<file path="config.mk">
export PLATFORM = sky130hd
export DESIGN_NAME = bus_uart_bridge_registers_core
export DESIGN_NICKNAME = d
export VERILOG_FILES = /design/src/sv/uartbr_pkg.sv /design/src/sv/uartbr_rx_fifo.sv /design/src/sv/uartbr_regs.sv /design/src/sv/bus_uart_bridge_registers_core.sv
export SDC_FILE = /design/constraint.sdc
export NUM_CORES = 1
export LEC_CHECK = 0
export BUFFER_PORTS_ARGS = -buffer_cell sky130_fd_sc_hd__buf_2
export CELL_PAD_IN_SITES_DETAIL_PLACEMENT = 2
export CELL_PAD_IN_SITES_GLOBAL_PLACEMENT = 2
export CORE_ASPECT_RATIO = 0.5
export CORE_MARGIN = 2
export CORE_UTILIZATION = 55
export CTS_BUF_LIST = sky130_fd_sc_hd__clkbuf_8
export CTS_CLUSTER_DIAMETER = 60
export DETAILED_ROUTE_END_ITERATION = 10
export GPL_TIMING_DRIVEN = 0
export PLACE_DENSITY = 0.94
export SLEW_MARGIN = 30
export SYNTH_ARGS = -nofsm -noshare
export SYNTH_HDL_FRONTEND = slang
export SYNTH_SLANG_ARGS = --single-unit
</file>
<file path="constraint.sdc">
create_clock -name aclk -period 4.8 [get_ports aclk]
set_input_delay 0.48 -clock aclk [delete_from_list [all_inputs] [get_ports aclk]]
set_output_delay 0.48 -clock aclk [all_outputs]
set_load 0.02 [all_outputs]
</file>
<file path="src/sv/uartbr_pkg.sv">
// Shared types, register map constants and index helpers for the UART bridge register block.
package uartbr_pkg;

    localparam int FIFO_DEPTH = 64;
    localparam int FIFO_IDX_W = $clog2(FIFO_DEPTH);
    localparam logic [FIFO_IDX_W-1:0] FIFO_LAST_IDX = FIFO_IDX_W'(FIFO_DEPTH - 1);

    typedef enum logic [1:0] {
        OP_RX_BYTE = 2'd0,
        OP_POINTER = 2'd1,
        OP_WRITE   = 2'd2,
        OP_READ    = 2'd3
    } op_t;

    localparam logic [7:0] PTR_HOLD = 8'h00;
    localparam logic [7:0] PTR_IER  = 8'h08;
    localparam logic [7:0] PTR_LCR  = 8'h18;
    localparam logic [7:0] PTR_MCR  = 8'h20;
    localparam logic [7:0] PTR_LSR  = 8'h28;
    localparam logic [7:0] PTR_SPR  = 8'h38;

    localparam logic [7:0] LSR_READY = 8'h01;
    localparam logic [7:0] LSR_THRE  = 8'h20;
    localparam logic [7:0] LSR_TEMT  = 8'h40;
    localparam logic [7:0] NO_REG    = 8'hFF;

    typedef struct packed {
        op_t        operation;
        logic [7:0] byte_value;
    } in_item_t;

    typedef struct packed {
        logic [7:0] read_data;
        logic       read_valid;
        logic [7:0] tx_data;
        logic       tx_valid;
        logic       rts_level;
        logic       rx_overflow;
    } out_item_t;

    typedef struct packed {
        logic       push;
        logic       pop;
        logic [7:0] push_data;
    } fifo_cmd_t;

    typedef struct packed {
        logic       empty;
        logic       full;
        logic [7:0] head;
    } fifo_stat_t;

    // Ring index increment that also works for depths that are not a power of two.
    function automatic logic [FIFO_IDX_W-1:0] idx_inc(input logic [FIFO_IDX_W-1:0] idx);
        return (idx == FIFO_LAST_IDX) ? '0 : idx + 1'b1;
    endfunction

endpackage

</file>
<file path="src/sv/uartbr_rx_fifo.sv">
// Receive ring FIFO: byte memory, read and write indices, and a prefetched head entry.
module uartbr_rx_fifo (
    input  logic                   aclk,
    input  logic                   aresetn,
    input  uartbr_pkg::fifo_cmd_t  cmd,
    output uartbr_pkg::fifo_stat_t stat
);
    import uartbr_pkg::*;

    logic [7:0]            mem [FIFO_DEPTH];
    logic [FIFO_IDX_W-1:0] wr_idx_reg, wr_idx_next;
    logic [FIFO_IDX_W-1:0] rd_idx_reg, rd_idx_next;
    logic [7:0]            head_reg;

    always_comb begin
        wr_idx_next = cmd.push ? idx_inc(wr_idx_reg) : wr_idx_reg;
        rd_idx_next = cmd.pop  ? idx_inc(rd_idx_reg) : rd_idx_reg;
    end

    always_ff @(posedge aclk) begin
        if (!aresetn) begin
            wr_idx_reg <= '0;
            rd_idx_reg <= '0;
        end else begin
            wr_idx_reg <= wr_idx_next;
            rd_idx_reg <= rd_idx_next;
        end
    end

    // The head entry is read ahead every cycle, so it always mirrors mem[rd_idx_reg].
    // A write landing on that same entry is forwarded.
    always_ff @(posedge aclk) begin
        if (cmd.push) begin
            mem[wr_idx_reg] <= cmd.push_data;
        end
        if (cmd.push && (wr_idx_reg == rd_idx_next)) begin
            head_reg <= cmd.push_data;
        end else begin
            head_reg <= mem[rd_idx_next];
        end
    end

    assign stat.empty = (wr_idx_reg == rd_idx_reg);
    assign stat.full  = (idx_inc(wr_idx_reg) == rd_idx_reg);
    assign stat.head  = head_reg;

endmodule

</file>
<file path="src/sv/uartbr_regs.sv">
// Register file, pointer and event decode that form one result from one request.
module uartbr_regs (
    input  logic                   aclk,
    input  logic                   aresetn,
    input  logic                   fire,
    input  uartbr_pkg::in_item_t   item,
    input  uartbr_pkg::fifo_stat_t fifo_stat,
    output uartbr_pkg::fifo_cmd_t  fifo_cmd,
    output uartbr_pkg::out_item_t  result
);
    import uartbr_pkg::*;

    logic [7:0] ptr_reg, ptr_next;
    logic [7:0] ier_reg, ier_next;
    logic [7:0] lcr_reg, lcr_next;
    logic [7:0] mcr_reg, mcr_next;
    logic [7:0] spr_reg, spr_next;

    always_comb begin
        ptr_next = ptr_reg;
        ier_next = ier_reg;
        lcr_next = lcr_reg;
        mcr_next = mcr_reg;
        spr_next = spr_reg;
        fifo_cmd = '0;
        fifo_cmd.push_data = item.byte_value;
        result = '0;

        unique case (item.operation)
            OP_RX_BYTE: begin
                if (fifo_stat.full) begin
                    result.rx_overflow = 1'b1;
                end else begin
                    fifo_cmd.push = fire;
                end
            end
            OP_POINTER: begin
                ptr_next = item.byte_value;
            end
            OP_WRITE: begin
                unique case (ptr_reg)
                    PTR_HOLD: begin
                        result.tx_data  = item.byte_value;
                        result.tx_valid = 1'b1;
                    end
                    PTR_IER: ier_next = item.byte_value;
                    PTR_LCR: lcr_next = item.byte_value;
                    PTR_MCR: mcr_next = item.byte_value;
                    PTR_SPR: spr_next = item.byte_value;
                    default: ;
                endcase
            end
            OP_READ: begin
                result.read_valid = 1'b1;
                unique case (ptr_reg)
                    PTR_HOLD: begin
                        if (!fifo_stat.empty) begin
                            result.read_data = fifo_stat.head;
                            fifo_cmd.pop     = fire;
                        end
                    end
                    PTR_LSR: result.read_data = LSR_THRE | LSR_TEMT |
                                                (fifo_stat.empty ? 8'h00 : LSR_READY);
                    PTR_IER: result.read_data = ier_reg;
                    PTR_LCR: result.read_data = lcr_reg;
                    PTR_MCR: result.read_data = mcr_reg;
                    PTR_SPR: result.read_data = spr_reg;
                    default: result.read_data = NO_REG;
                endcase
            end
            default: ;
        endcase

        result.rts_level = mcr_next[1];
    end

    always_ff @(posedge aclk) begin
        if (!aresetn) begin
            ptr_reg <= '0;
            ier_reg <= '0;
            lcr_reg <= '0;
            mcr_reg <= '0;
            spr_reg <= '0;
        end else if (fire) begin
            ptr_reg <= ptr_next;
            ier_reg <= ier_next;
            lcr_reg <= lcr_next;
            mcr_reg <= mcr_next;
            spr_reg <= spr_next;
        end
    end

endmodule

</file>
<file path="src/sv/bus_uart_bridge_registers_core.sv">
// Top level of the UART bridge register block: request register, decode, result register.
//
// Each request is one event: a received UART byte, a bus pointer byte, a bus data write or a
// bus read, and each produces exactly one result. A request is taken into an input register,
// decoded by short logic against the register file and the receive FIFO, and its result is
// captured in an output register; state changes take effect as the request moves into the
// output register. One request is accepted per clock cycle in steady flow. m_valid rises at
// the clock edge after the request is accepted, as long as the output register is free or
// being drained. The receive FIFO has 64 entries and holds at most 63 bytes; its head entry
// is read ahead from the memory every cycle, which is what lets back-to-back FIFO reads run
// at full rate. A byte received while the FIFO is full is dropped and flagged with
// rx_overflow in its result. rts_level always shows bit 1 of the modem control register as
// it stands after the request. The FIFO memory needs no clearing after reset; only its
// indices are reset.
module bus_uart_bridge_registers_core (
    input  logic                  aclk,
    input  logic                  aresetn,
    input  logic                  s_valid,
    output logic                  s_ready,
    input  uartbr_pkg::in_item_t  s_item,
    output logic                  m_valid,
    input  logic                  m_ready,
    output uartbr_pkg::out_item_t m_item
);
    import uartbr_pkg::*;

    logic       in_valid_reg, in_valid_next;
    in_item_t   in_item_reg;
    logic       out_valid_reg, out_valid_next;
    out_item_t  out_item_reg;
    logic       advance;
    out_item_t  result;
    fifo_cmd_t  fifo_cmd;
    fifo_stat_t fifo_stat;

    // The held request moves on whenever the output register is empty or being drained.
    assign advance = in_valid_reg && (!out_valid_reg || m_ready);
    assign s_ready = !in_valid_reg || advance;

    always_comb begin
        in_valid_next  = in_valid_reg;
        out_valid_next = out_valid_reg;
        if (s_ready) begin
            in_valid_next = s_valid;
        end
        if (advance) begin
            out_valid_next = 1'b1;
        end else if (m_ready) begin
            out_valid_next = 1'b0;
        end
    end

    always_ff @(posedge aclk) begin
        if (!aresetn) begin
            in_valid_reg  <= 1'b0;
            out_valid_reg <= 1'b0;
        end else begin
            in_valid_reg  <= in_valid_next;
            out_valid_reg <= out_valid_next;
        end
    end

    always_ff @(posedge aclk) begin
        if (s_valid && s_ready) begin
            in_item_reg <= s_item;
        end
        if (advance) begin
            out_item_reg <= result;
        end
    end

    uartbr_regs u_regs (
        .aclk      (aclk),
        .aresetn   (aresetn),
        .fire      (advance),
        .item      (in_item_reg),
        .fifo_stat (fifo_stat),
        .fifo_cmd  (fifo_cmd),
        .result    (result)
    );

    uartbr_rx_fifo u_rx_fifo (
        .aclk    (aclk),
        .aresetn (aresetn),
        .cmd     (fifo_cmd),
        .stat    (fifo_stat)
    );

    assign m_valid = out_valid_reg;
    assign m_item  = out_item_reg;

endmodule

</file>
==> impl_metrics.env, run 1 <==
export IMPL_lastStage="clock tree synthesis"
export IMPL_postCtsHoldBufs=8
export IMPL_async_flop_share_pct=0
export IMPL_synth_distinct_cells=64
export IMPL_ioPinCount=36
export IMPL_error_line="[ERROR DPL-0033] detailed placement checks failed during check placement."
export IMPL_clockBufferDepth=3
export IMPL_synth_top_flop_cell="edfxtp_1"
export IMPL_syn_nets=1292
export IMPL_outcome="stopped before the end"
export IMPL_start_util_pct=56.3
export IMPL_h_tree_depth=3
export IMPL_clkSinkCount=602
export IMPL_numCtsBuffers=83
export IMPL_synth_edff_count=542
export IMPL_ctsResizeCount=1
export IMPL_ys_seq_elements=602
export IMPL_cts_setup_buffers=0
export IMPL_dp_cells=1927
export IMPL_placement_rows=53
export IMPL_place_area_um2=25400
export IMPL_synthCells=1276
export IMPL_seq_area_frac_synth_pct=73.1
export IMPL_cts_root_buf="clkbuf_8"
export IMPL_syn_area_per_cell_um2=18.7
export IMPL_synthTopCellsByArea="edfxtp_1, mux4_2, dfxtp_1"
export IMPL_routabilityCongestion=0.875
export IMPL_yosysWarnings=0
export IMPL_synthTopCellsByCount="edfxtp_1, mux4_2, nor2_1"
export IMPL_yosysMostFrequentCell="edfxtp_1"
export IMPL_synth_top_cell_by_area="edfxtp_1"
export IMPL_synth_area_um2=23900
export IMPL_post_dp_hpwl_mm=69.5
export IMPL_yosysTopAreaCellShare_pct=68.1
export IMPL_portBuffers=35
export IMPL_die_h_um=151
export IMPL_die_w_um=299
logic make-up after synthesis:
kind of cell / synth area share (%)
DFF: 73.1
and+or+nand+nor: 5.74
adders and majority gates: 0.105
AOI/OAI and AO/OA: 2.69
xor gates and xnor gates: 0.330
muxes: 16.3
buffers and inverters: 1.72
stage by stage:
step                worst slack (ps)  setup TNS, ps  utilization (%)
detailed placement              -228          -1810             59.8
global placement                -175          -2390             58.5
floorplan                       1520              0                -
==> inputs of run 2 (changes only) <==
--- a/config.mk
+++ b/config.mk
@@ -6,16 +6,11 @@
 export NUM_CORES = 1
 export LEC_CHECK = 0
 export BUFFER_PORTS_ARGS = -buffer_cell sky130_fd_sc_hd__buf_2
-export CELL_PAD_IN_SITES_DETAIL_PLACEMENT = 2
-export CELL_PAD_IN_SITES_GLOBAL_PLACEMENT = 2
-export CORE_ASPECT_RATIO = 0.5
 export CORE_MARGIN = 2
-export CORE_UTILIZATION = 55
-export CTS_BUF_LIST = sky130_fd_sc_hd__clkbuf_8
-export CTS_CLUSTER_DIAMETER = 60
+export CORE_UTILIZATION = 40
 export DETAILED_ROUTE_END_ITERATION = 10
 export GPL_TIMING_DRIVEN = 0
-export PLACE_DENSITY = 0.94
+export PLACE_DENSITY_LB_ADDON = 0.15
 export SLEW_MARGIN = 30
 export SYNTH_ARGS = -nofsm -noshare
 export SYNTH_HDL_FRONTEND = slang
==> run 2 against run 1 <==
The flow now finishes without violations. Synthesized area did not move. Synthesized cell count is the same.
==> impl_metrics.env, run 2 <==
export IMPL_outcome="finished clean"
export IMPL_power_density_nw_per_um2=399
export IMPL_areaGrowthSynthToFinish_pct=16.5
export IMPL_synth_top_family_by_area="multiplexers"
export IMPL_max_clock_freq_mhz=248
export IMPL_worstPathMaxFanout=10
export IMPL_min_path_type="input port to register"
export IMPL_route_vias_total=12700
export IMPL_path_buf_inv=2
export IMPL_worst_slew_pin_slew_ps=1040
export IMPL_final_max_slew_viol_count=0
export IMPL_die_area_um2=61700
export IMPL_syn_area_per_cell_um2=18.7
export IMPL_post_dp_hpwl_mm=42.7
export IMPL_yosys_area_share_simple_pct=5.74
export IMPL_start_util_pct=40.5
export IMPL_synth_top_flop_cell="edfxtp_1"
export IMPL_synth_area_um2=23900
export IMPL_synthMuxAreaShare_pct=16.3
export IMPL_layout_common_cells="edfxtp_1, mux4_2, nor2_1"
export IMPL_core_um2=59000
export IMPL_end_kind="register"
export IMPL_h_tree_depth=3
export IMPL_synthAdderAreaFrac_pct=0.105
export IMPL_holdPathEnd="in_item_reg[6]"
export IMPL_synth_distinct_cells=64
export IMPL_grtUsageTotal_pct=20.2
export IMPL_ys_seq_elements=602
export IMPL_seq_area_frac_synth_pct=73.1
export IMPL_whs_ps=65.5
export IMPL_placement_rows=89
export IMPL_timing_rr_end="m_item[18]"
export IMPL_portBuffers=35
export IMPL_first_pass_iters=5
export IMPL_synth_top_cell_by_area="edfxtp_1"
export IMPL_setup_viol=0
export IMPL_drive_gt1_share_pct=27.6
export IMPL_post_route_drc_count=0
export IMPL_vias_per_cell=5.64
export IMPL_cpPeakStageDelay_ps=830
export IMPL_fin_crit_sh_pct=83.9
export IMPL_fillCellCount=4963
export IMPL_hold_depth=1
export IMPL_postCtsHoldBufs=0
export IMPL_yosysTopAreaCellShare_pct=68.1
export IMPL_yosysWarnings=0
export IMPL_ioPinCount=36
export IMPL_final_common_cell="edfxtp_1"
export IMPL_cts_tree="yes"
export IMPL_synth_compound_area_share_pct=2.69
export IMPL_syn_nets=1292
export IMPL_clock_skew_ps=22.5
export IMPL_antenna_cells=0
export IMPL_irDropWorstVdd_mv=0.271
export IMPL_cts_root_buf="clkbuf_16"
export IMPL_antenna_left=0
export IMPL_timing_slew_headroom_pct=30.8
export IMPL_yosysMostFrequentCell="edfxtp_1"
export IMPL_synthTopCellsByArea="edfxtp_1, mux4_2, dfxtp_1"
export IMPL_setup_worst_path_class="register to register"
export IMPL_r2r_cells=8
export IMPL_min_period_ps=4030
export IMPL_wl_per_cell_um=27.6
export IMPL_synthCells=1276
export IMPL_rsz0062_at_grt="false"
export IMPL_startpoint_type="register"
export IMPL_clk_latency_ps=590
export IMPL_worstPathRequired_ps=5180
export IMPL_die_w_um=248
export IMPL_drtIter0Drc=1135
export IMPL_design_area_um2=27900
export IMPL_grt_overflow_total=0
export IMPL_path_delay_family="simple AND/OR/NAND/NOR gates"
export IMPL_leakage_nw=8.86
export IMPL_hold_start="s_item[6]"
export IMPL_synth_edff_count=542
export IMPL_path_cells="clkbuf_1, clkbuf_1, nor2_1, nand2_1, o22ai_1, nor4_1, a21boi_0, o21ai_0"
export IMPL_rrSetupSlack_ps=770
export IMPL_async_flop_share_pct=0
export IMPL_wl_mm=62.0
export IMPL_place_area_um2=25700
export IMPL_clkSinkCount=602
export IMPL_clockBufferDepth=3
export IMPL_power_mw=11.1
export IMPL_fin_nets=1441
export IMPL_largest_reg_flops=512
export IMPL_numCtsBuffers=66
export IMPL_antenna_found_initial=0
export IMPL_cp_slowest_cell="clkbuf_1"
export IMPL_cts_setup_buffers=0
export IMPL_grt_max_degree=26
export IMPL_synthXorXnorAreaFrac_pct=0.330
export IMPL_grt_pass1_wl_mm=90.9
export IMPL_die_h_um=248
export IMPL_ctsResizeCount=0
export IMPL_synthTopCellsByCount="edfxtp_1, mux4_2, nor2_1"
export IMPL_routabilityCongestion=0.876
export IMPL_cap_violations=0
export IMPL_arrival_ps=4400
export IMPL_finalHoldViolCount=0
export IMPL_finalNonFillerCells=2246
export IMPL_final_util_pct=47.2
export IMPL_clk_pin_slew_ps=60
export IMPL_dp_cells=2130
export IMPL_crit_top_cell="clkbuf_1"
export IMPL_grt_pass1_vias=13000
-- run 2: per-layer routing --
metal  track usage [%]  vias to the layer above  share of wire, %
met2              31.5                      390                47
met5                 0                        -                 0
met1              28.4                     6724                44
li1                  -                     5468                 -
met4              7.78                        0               3.2
met3              3.75                       91               5.9
-- run 2: cells by family after synthesis --
group                      Yosys count
AOI/OAI and AO/OA                   88
xor gates and xnor gates             9
muxes                              210
adders and majority gates            2
DFF                                602
buffers and inverters               88
and+or+nand+nor                    277
-- run 2: area by class of cell --
type,count,area [um2],area share (%)
flip-flops and latches,602,17500,62.7
plain buffers,78,380,1.37
clock buffers,85,1780,6.37
well taps,773,967,3.47
repair buffers,81,656,2.35
clock inverters,31,390,1.40
inverters,10,37.5,0.135
multi-input cells,586,6170,22.2
-- run 2: through the flow --
step	setup WS [ps]	setup TNS [ps]
floorplan	1520	0
global placement	-65.5	-591
detailed placement	659	0
CTS	944	0
global route	729	0
finish	771	0
-- run 2: worst max-delay path by stage --
stage / slack, ps / from / cells past startpoint / end
after floorplan: 1520 / m_ready / 7 / u_rx_fifo.mem[51][0]
after global placement: -70 / m_ready / 7 / u_rx_fifo.mem[27][5]
after detailed placement: 660 / m_ready / 8 / u_rx_fifo.mem[6][4]
after CTS: 940 / u_rx_fifo.wr_idx_reg[1] / 8 / u_rx_fifo.mem[6][6]
after global routing: 730 / u_rx_fifo.wr_idx_reg[1] / 8 / u_rx_fifo.mem[6][3]
final: 770 / register / 8 / m_item[18]
-- run 2: power by group --
| group | internal [mW] | total (mW) | switching, mW |
|---|---|---|---|
| clock | 3.10 | 5.13 | 2.03 |
| sequential | 5.72 | 5.75 | 0.0217 |
| combinational | 0.0730 | 0.234 | 0.161 |
| total | 8.90 | 11.1 | 2.21 |
(Power assumes the default switching activity.)
==> inputs of run 3 (changes only) <==
--- a/config.mk
+++ b/config.mk
@@ -5,6 +5,7 @@
 export SDC_FILE = /design/constraint.sdc
 export NUM_CORES = 1
 export LEC_CHECK = 0
+export ABC_AREA = 1
 export BUFFER_PORTS_ARGS = -buffer_cell sky130_fd_sc_hd__buf_2
 export CORE_MARGIN = 2
 export CORE_UTILIZATION = 40
==> constraint.sdc (replaced) <==
create_clock -name aclk -period 3.7 [get_ports aclk]
set_input_delay 0.37 -clock aclk [delete_from_list [all_inputs] [get_ports aclk]]
set_output_delay 0.37 -clock aclk [all_outputs]
set_load 0.02 [all_outputs]
==> run 3 against run 2 <==
Count of clock-buffer cells in the layout shrank 2. Setup slack lost 490 ps. Critical path depth grew 5. Non-clock buffer count grew 41. Sequential share of layout area shrank 1.6 points. Wire length grew 40%. Power grew 32%. Register-to-register slack lost 490 ps. Clock skew grew 5.3 ps. Hold slack lost 20 ps. Largest power group unchanged. Highest routed layer unchanged.
==> impl_metrics.env, run 3 <==
export IMPL_outcome="finished clean"
export IMPL_end_kind="register"
export IMPL_layout_common_cells="nand2_1, edfxtp_1, nand3_1"
export IMPL_met2_usage_pct=42.5
export IMPL_ys_seq_elements=602
export IMPL_first_pass_iters=6
export IMPL_seq_area_frac_synth_pct=70.6
export IMPL_worst_slew_pin_slew_ps=1080
export IMPL_portBuffers=35
export IMPL_final_max_slew_viol_count=0
export IMPL_placement_rows=91
export IMPL_min_path_type="input port to register"
export IMPL_synth_area_um2=24700
export IMPL_antenna_found_initial=0
export IMPL_hold_depth=3
export IMPL_cts_tree="yes"
export IMPL_timing_rr_end="m_item[13]"
export IMPL_yosysWarnings=0
export IMPL_grt_pass1_vias=17100
export IMPL_antenna_left=0
export IMPL_rrSetupSlack_ps=290
export IMPL_power_density_nw_per_um2=514
export IMPL_antenna_cells=0
export IMPL_wl_per_cell_um=27.0
export IMPL_worstPathRequired_ps=4120
export IMPL_timing_slew_headroom_pct=28.2
export IMPL_drtIter0Drc=2406
export IMPL_setup_viol=0
export IMPL_vias_per_cell=5.61
export IMPL_die_area_um2=63900
export IMPL_synthTopCellsByCount="nand2_1, edfxtp_1, nand3_1"
export IMPL_synthTopCellsByArea="edfxtp_1, nand2_1, nand3_1"
export IMPL_drive_gt1_share_pct=10.4
export IMPL_post_dp_hpwl_mm=59.8
export IMPL_arrival_ps=3830
export IMPL_grt_max_degree=25
export IMPL_cts_root_buf="clkbuf_16"
export IMPL_max_clock_freq_mhz=293
export IMPL_yosysTopAreaCellShare_pct=65.8
export IMPL_rsz0062_at_grt="false"
export IMPL_fin_nets=2405
export IMPL_irDropWorstVdd_mv=0.362
export IMPL_start_util_pct=40.3
export IMPL_cp_endpoint="m_item[13]"
export IMPL_largest_reg_flops=512
export IMPL_startpoint_type="register"
export IMPL_yosysMostFrequentCell="nand2_1"
export IMPL_ioPinCount=36
export IMPL_finalHoldViolCount=0
export IMPL_clk_latency_ps=610
export IMPL_clockBufferDepth=3
export IMPL_h_tree_depth=3
export IMPL_syn_nets=2262
export IMPL_synthCells=2246
export IMPL_areaGrowthSynthToFinish_pct=15.5
export IMPL_fin_crit_sh_pct=92.3
export IMPL_wl_mm=87.1
export IMPL_clk_pin_slew_ps=60
export IMPL_numCtsBuffers=66
export IMPL_finalSetupTns_ps=0
export IMPL_leakage_nw=10.3
export IMPL_hold_start="s_valid"
export IMPL_design_area_um2=28600
export IMPL_cts_setup_buffers=0
export IMPL_final_common_cell="nand2_1"
export IMPL_final_util_pct=46.5
export IMPL_async_flop_share_pct=0
export IMPL_worstPathMaxFanout=10
export IMPL_routabilityCongestion=0.939
export IMPL_grtUsageTotal_pct=27.4
export IMPL_synth_top_cell_by_area="edfxtp_1"
export IMPL_die_w_um=253
export IMPL_cap_violations=0
export IMPL_clock_skew_ps=27.8
export IMPL_r2r_cells=13
export IMPL_min_period_ps=3410
export IMPL_post_route_drc_count=0
export IMPL_busiest_layer="met2"
export IMPL_setup_worst_path_class="register to register"
export IMPL_grt_pass1_wl_mm=123
export IMPL_synth_edff_count=542
export IMPL_clkSinkCount=602
export IMPL_route_vias_total=18100
export IMPL_core_um2=61500
export IMPL_die_h_um=253
export IMPL_met3_usage_pct=5.22
export IMPL_synth_top_flop_cell="edfxtp_1"
export IMPL_use_met1_pct=38.1
export IMPL_synth_distinct_cells=32
export IMPL_syn_area_per_cell_um2=11.0
export IMPL_place_area_um2=26400
export IMPL_grt_overflow_total=0
-- run 3: cell type report --
class | instances | area, um2
timing repair buffer | 75 | 671
buffer | 125 | 531
fill | 5660 | 32900
sequential | 602 | 17500
inverter | 50 | 188
clock buffer | 83 | 1800
clock inverter | 30 | 275
multi-input combinational | 1469 | 6650
tap | 790 | 988
-- run 3: power by group --
| group | leakage [nW] | internal (mW) | switching (mW) |
|---|---|---|---|
| Combinational | 3.87 | 0.181 | 0.562 |
| Clock | 1.02 | 3.78 | 2.70 |
| Sequential | 5.37 | 7.44 | 0.0300 |
-- run 3: through the flow --
step	hold WS [ps]	setup slack [ps]	total power, mW	instances
3_5_place_dp	474	388	8.33	3101
2_1_floorplan	445	1280	7.97	2246
3_3_place_gp	455	238	8.29	3071
4_1_cts	23.3	349	14.7	3224
6_report	45.9	286	14.7	3224
5_1_grt	84.4	202	15.0	3224
-- run 3: how the worst min path moves through the flow --
stage | endpoint | slack, ps
CTS | in_valid_reg | 20
global route | m_valid | 80
detailed placement | u_regs.ptr_reg[3] | 470
finish | in_valid_reg | 50
floorplan | u_regs.ptr_reg[3] | 440
global placement | u_regs.ptr_reg[3] | 460
-- run 3: cell families after synthesis --
family / count (synthesis) / synth area share, %
compound gates: 112 / 2.39
xor+xnor: 8 / 0.283
simple gates: 1347 / 23.7
flops: 602 / 70.6
buf+inv: 175 / 2.88
fa+ha+maj: 2 / 0.101
-- run 3: layer usage --
layer,vias to the layer above,wire [um]
met5,-,0
met4,0,3280
met3,148,7950
li1,8113,-
met2,924,39800
met1,8905,36100
-- run 3: worst max-delay path, cell delays in order, from the launching register on --
cell and delay [ps]:
dfxtp_1 300, buf_2 200, clkbuf_1 460, clkbuf_1 810, nand2_1 120, nand3_1 130
nand3_1 90, nand2_1 250, nand2_1 110, nand3_1 100, nand3_1 130, nand2_1 200
nand2_1 80, a21oi_1 220
-- run 3: what timing repair did --
item,4_1_cts,5_1_grt
resized for setup,0,0
endpoints found under the hold margin,10,0
hold buffers,10,0
endpoints found under the setup margin,0,0
==> inputs of run 4 (changes only) <==
--- a/config.mk
+++ b/config.mk
@@ -5,7 +5,6 @@
 export SDC_FILE = /design/constraint.sdc
 export NUM_CORES = 1
 export LEC_CHECK = 0
-export ABC_AREA = 1
 export BUFFER_PORTS_ARGS = -buffer_cell sky130_fd_sc_hd__buf_2
 export CORE_MARGIN = 2
 export CORE_UTILIZATION = 40
==> run 4 against run 3 <==
Combinational power fell by 58%. Clock skew decreased by 4.5 ps. Sequential share of layout area rose by 0.90 points. Die area shrank 3.3%. Non-clock buffer count shrank 30. Count of clock-buffer cells in the layout rose by 2. Fmax is 9.4% lower. The run now ends with negative setup slack left. Largest power group unchanged. Critical path depth down 5. First-iteration DRC count down 47%. Hold slack better by 75 ps. Highest routed layer unchanged. Flip-flop and latch count stayed put.
==> impl_metrics.env, run 4 (same netlist as run 2, synthesis figures left out) <==
export IMPL_arrival_ps=3980
export IMPL_drive_gt1_share_pct=29.4
export IMPL_end_kind="register"
export IMPL_grt_overflow_total=0
export IMPL_ff_latch_area_um2=17500
export IMPL_drtIter0Drc=1285
export IMPL_min_period_ps=3770
export IMPL_cts_root_buf="clkbuf_16"
export IMPL_leakage_nw=8.97
export IMPL_outcome="complete, but fails checks"
export IMPL_antenna_found_initial=0
export IMPL_final_max_slew_viol_count=0
export IMPL_min_path_type="input port to register"
export IMPL_final_common_cell="edfxtp_1"
export IMPL_fillCellCount=4934
export IMPL_antenna_cells=0
export IMPL_h_tree_depth=3
export IMPL_path_cells="buf_4, nand3_1, nor2_1, o22ai_1, o2111ai_2, buf_6, nand4_2, nor2_2"
export IMPL_areaGrowthSynthToFinish_pct=17.8
export IMPL_wl_per_cell_um=27.6
export IMPL_fin_nets=1452
export IMPL_clock_skew_ps=23.3
export IMPL_worstPathRequired_ps=3920
export IMPL_design_area_um2=28200
export IMPL_wl_mm=62.4
export IMPL_cts_setup_buffers=0
export IMPL_finalNonFillerCells=2257
export IMPL_largest_reg_flops=512
export IMPL_clk_pin_slew_ps=70
export IMPL_use_met1_pct=28.5
export IMPL_layout_common_cells="edfxtp_1, mux4_2, clkbuf_16"
export IMPL_first_pass_iters=6
export IMPL_setup_worst_path_class="register to register"
export IMPL_numCtsBuffers=66
export IMPL_die_area_um2=61700
export IMPL_startpoint_type="register"
export IMPL_clk_latency_ps=600
export IMPL_violations="negative setup slack"
export IMPL_grt_pass1_wl_mm=91.2
export IMPL_grt_pass1_vias=13000
export IMPL_irDropWorstVdd_mv=0.353
export IMPL_core_um2=59000
export IMPL_finalHoldViolCount=0
export IMPL_grtUsageTotal_pct=20.3
export IMPL_clkSinkCount=602
export IMPL_multi_input_area_um2=6370
export IMPL_antenna_left=0
export IMPL_setup_viol=70
export IMPL_busiest_layer="met2"
export IMPL_fin_crit_sh_pct=102
export IMPL_cap_violations=0
export IMPL_worst_slew_pin_slew_ps=1000
export IMPL_rsz0062_at_grt="true"
export IMPL_start_util_pct=40.5
export IMPL_cp_slowest_cell="nor2_2"
export IMPL_path_delay_family="simple AND/OR/NAND/NOR gates"
export IMPL_power_density_nw_per_um2=512
export IMPL_post_route_drc_count=0
export IMPL_portBuffers=35
export IMPL_routabilityCongestion=0.876
export IMPL_path_buf_inv=2
export IMPL_met3_usage_pct=3.60
export IMPL_vias_per_cell=5.67
export IMPL_route_vias_total=12800
export IMPL_whs_ps=121
export IMPL_die_w_um=248
export IMPL_dp_cells=2130
export IMPL_worstPathMaxFanout=10
export IMPL_die_h_um=248
export IMPL_timing_slew_headroom_pct=33.2
export IMPL_cts_tree="yes"
export IMPL_cpPeakStageDelay_ps=710
export IMPL_post_dp_hpwl_mm=42.7
export IMPL_place_area_um2=25700
export IMPL_met2_usage_pct=31.6
export IMPL_max_clock_freq_mhz=265
export IMPL_placement_rows=89
export IMPL_fin_ws_ps=-67.0
export IMPL_ioPinCount=36
export IMPL_clockBufferDepth=3
export IMPL_grt_max_degree=26
==> run 4: cell types whose count changed in the layout (fill, tap and decap cells not counted), sizes merged, moves of 23 or more <==
cell    previous run  this run
mux2i              0        58
nor2             123       100
nand3            464        24
inv               50        11
a21oi             62        10
clkbuf           156       124
mux4               0       143
nand2            740        53
o21ai             40         7
==> run 4: timing repair <==
action / 4_1_cts / 5_1_grt
resized for setup: 25 / 31
pin swaps: 0 / 0
setup endpoints to repair: 197 / 341
hold endpoints to repair: 11 / 0
hold buffers: 11 / 0
==> run 4: area by class of cell <==
type | count | area share [%]
Buffer | 78 | 1.35
Timing Repair Buffer | 92 | 2.72
Clock inverter | 31 | 1.39
Clock buffer | 85 | 6.30
Multi-Input combinational cell | 586 | 22.6
Tap cell | 773 | 3.43
Inverter | 10 | 0.133
Sequential cell | 602 | 62.0
==> run 4: power breakdown <==
group	internal (mW)	switching, mW	leakage (nW)
clock network	4.02	2.64	1.05
registers	7.43	0.0289	5.38
logic	0.102	0.211	2.55
==> run 4: final timing paths <==
check | slack [ps] | depth (start not counted) | to | from
worst min-delay path | 120 | 3 | u_rx_fifo.wr_idx_reg[4] | aresetn
worst max register to register | -70 | 8 | u_rx_fifo.mem[53][2] | u_rx_fifo.wr_idx_reg[5]
worst max-delay path | -70 | 8 | u_rx_fifo.mem[53][2] | u_rx_fifo.wr_idx_reg[5]
worst min register to register | 490 | 2 | u_regs.spr_reg[7] | u_regs.spr_reg[7]
==> run 4: worst register-to-register path: stages, from the launching register on <==
cell and delay [ps]:
dfxtp_1 310, buf_4 150, nand3_1 590, nor2_1 500
o22ai_1 160, o2111ai_2 160, buf_6 210, nand4_2 580
nor2_2 720
==> run 4: per-stage QoR <==
| stage | total power [mW] | worst slack, ps | TNS [ps] | util, % |
|---|---|---|---|---|
| after floorplan | 7.74 | 530 | 0 | - |
| after global placement | 7.87 | -1060 | -379930 | 42.4 |
| after detailed placement | 7.91 | -331 | -52600 | 43.5 |
| after CTS | 14.6 | -156 | -5230 | 47.5 |
| after global routing | 14.8 | -182 | -17660 | 47.7 |
| final | 14.4 | -67.0 | -2390 | 47.7 |
==> run 4: layer usage <==
metal / part of all wire [%] / vias up / routed length [um]
li1: - / 5493 / -
met1: 43 / 6729 / 27100
met2: 47 / 478 / 29000
met3: 6.6 / 95 / 4100
met4: 3.4 / 0 / 2140
met5: 0 / - / 0
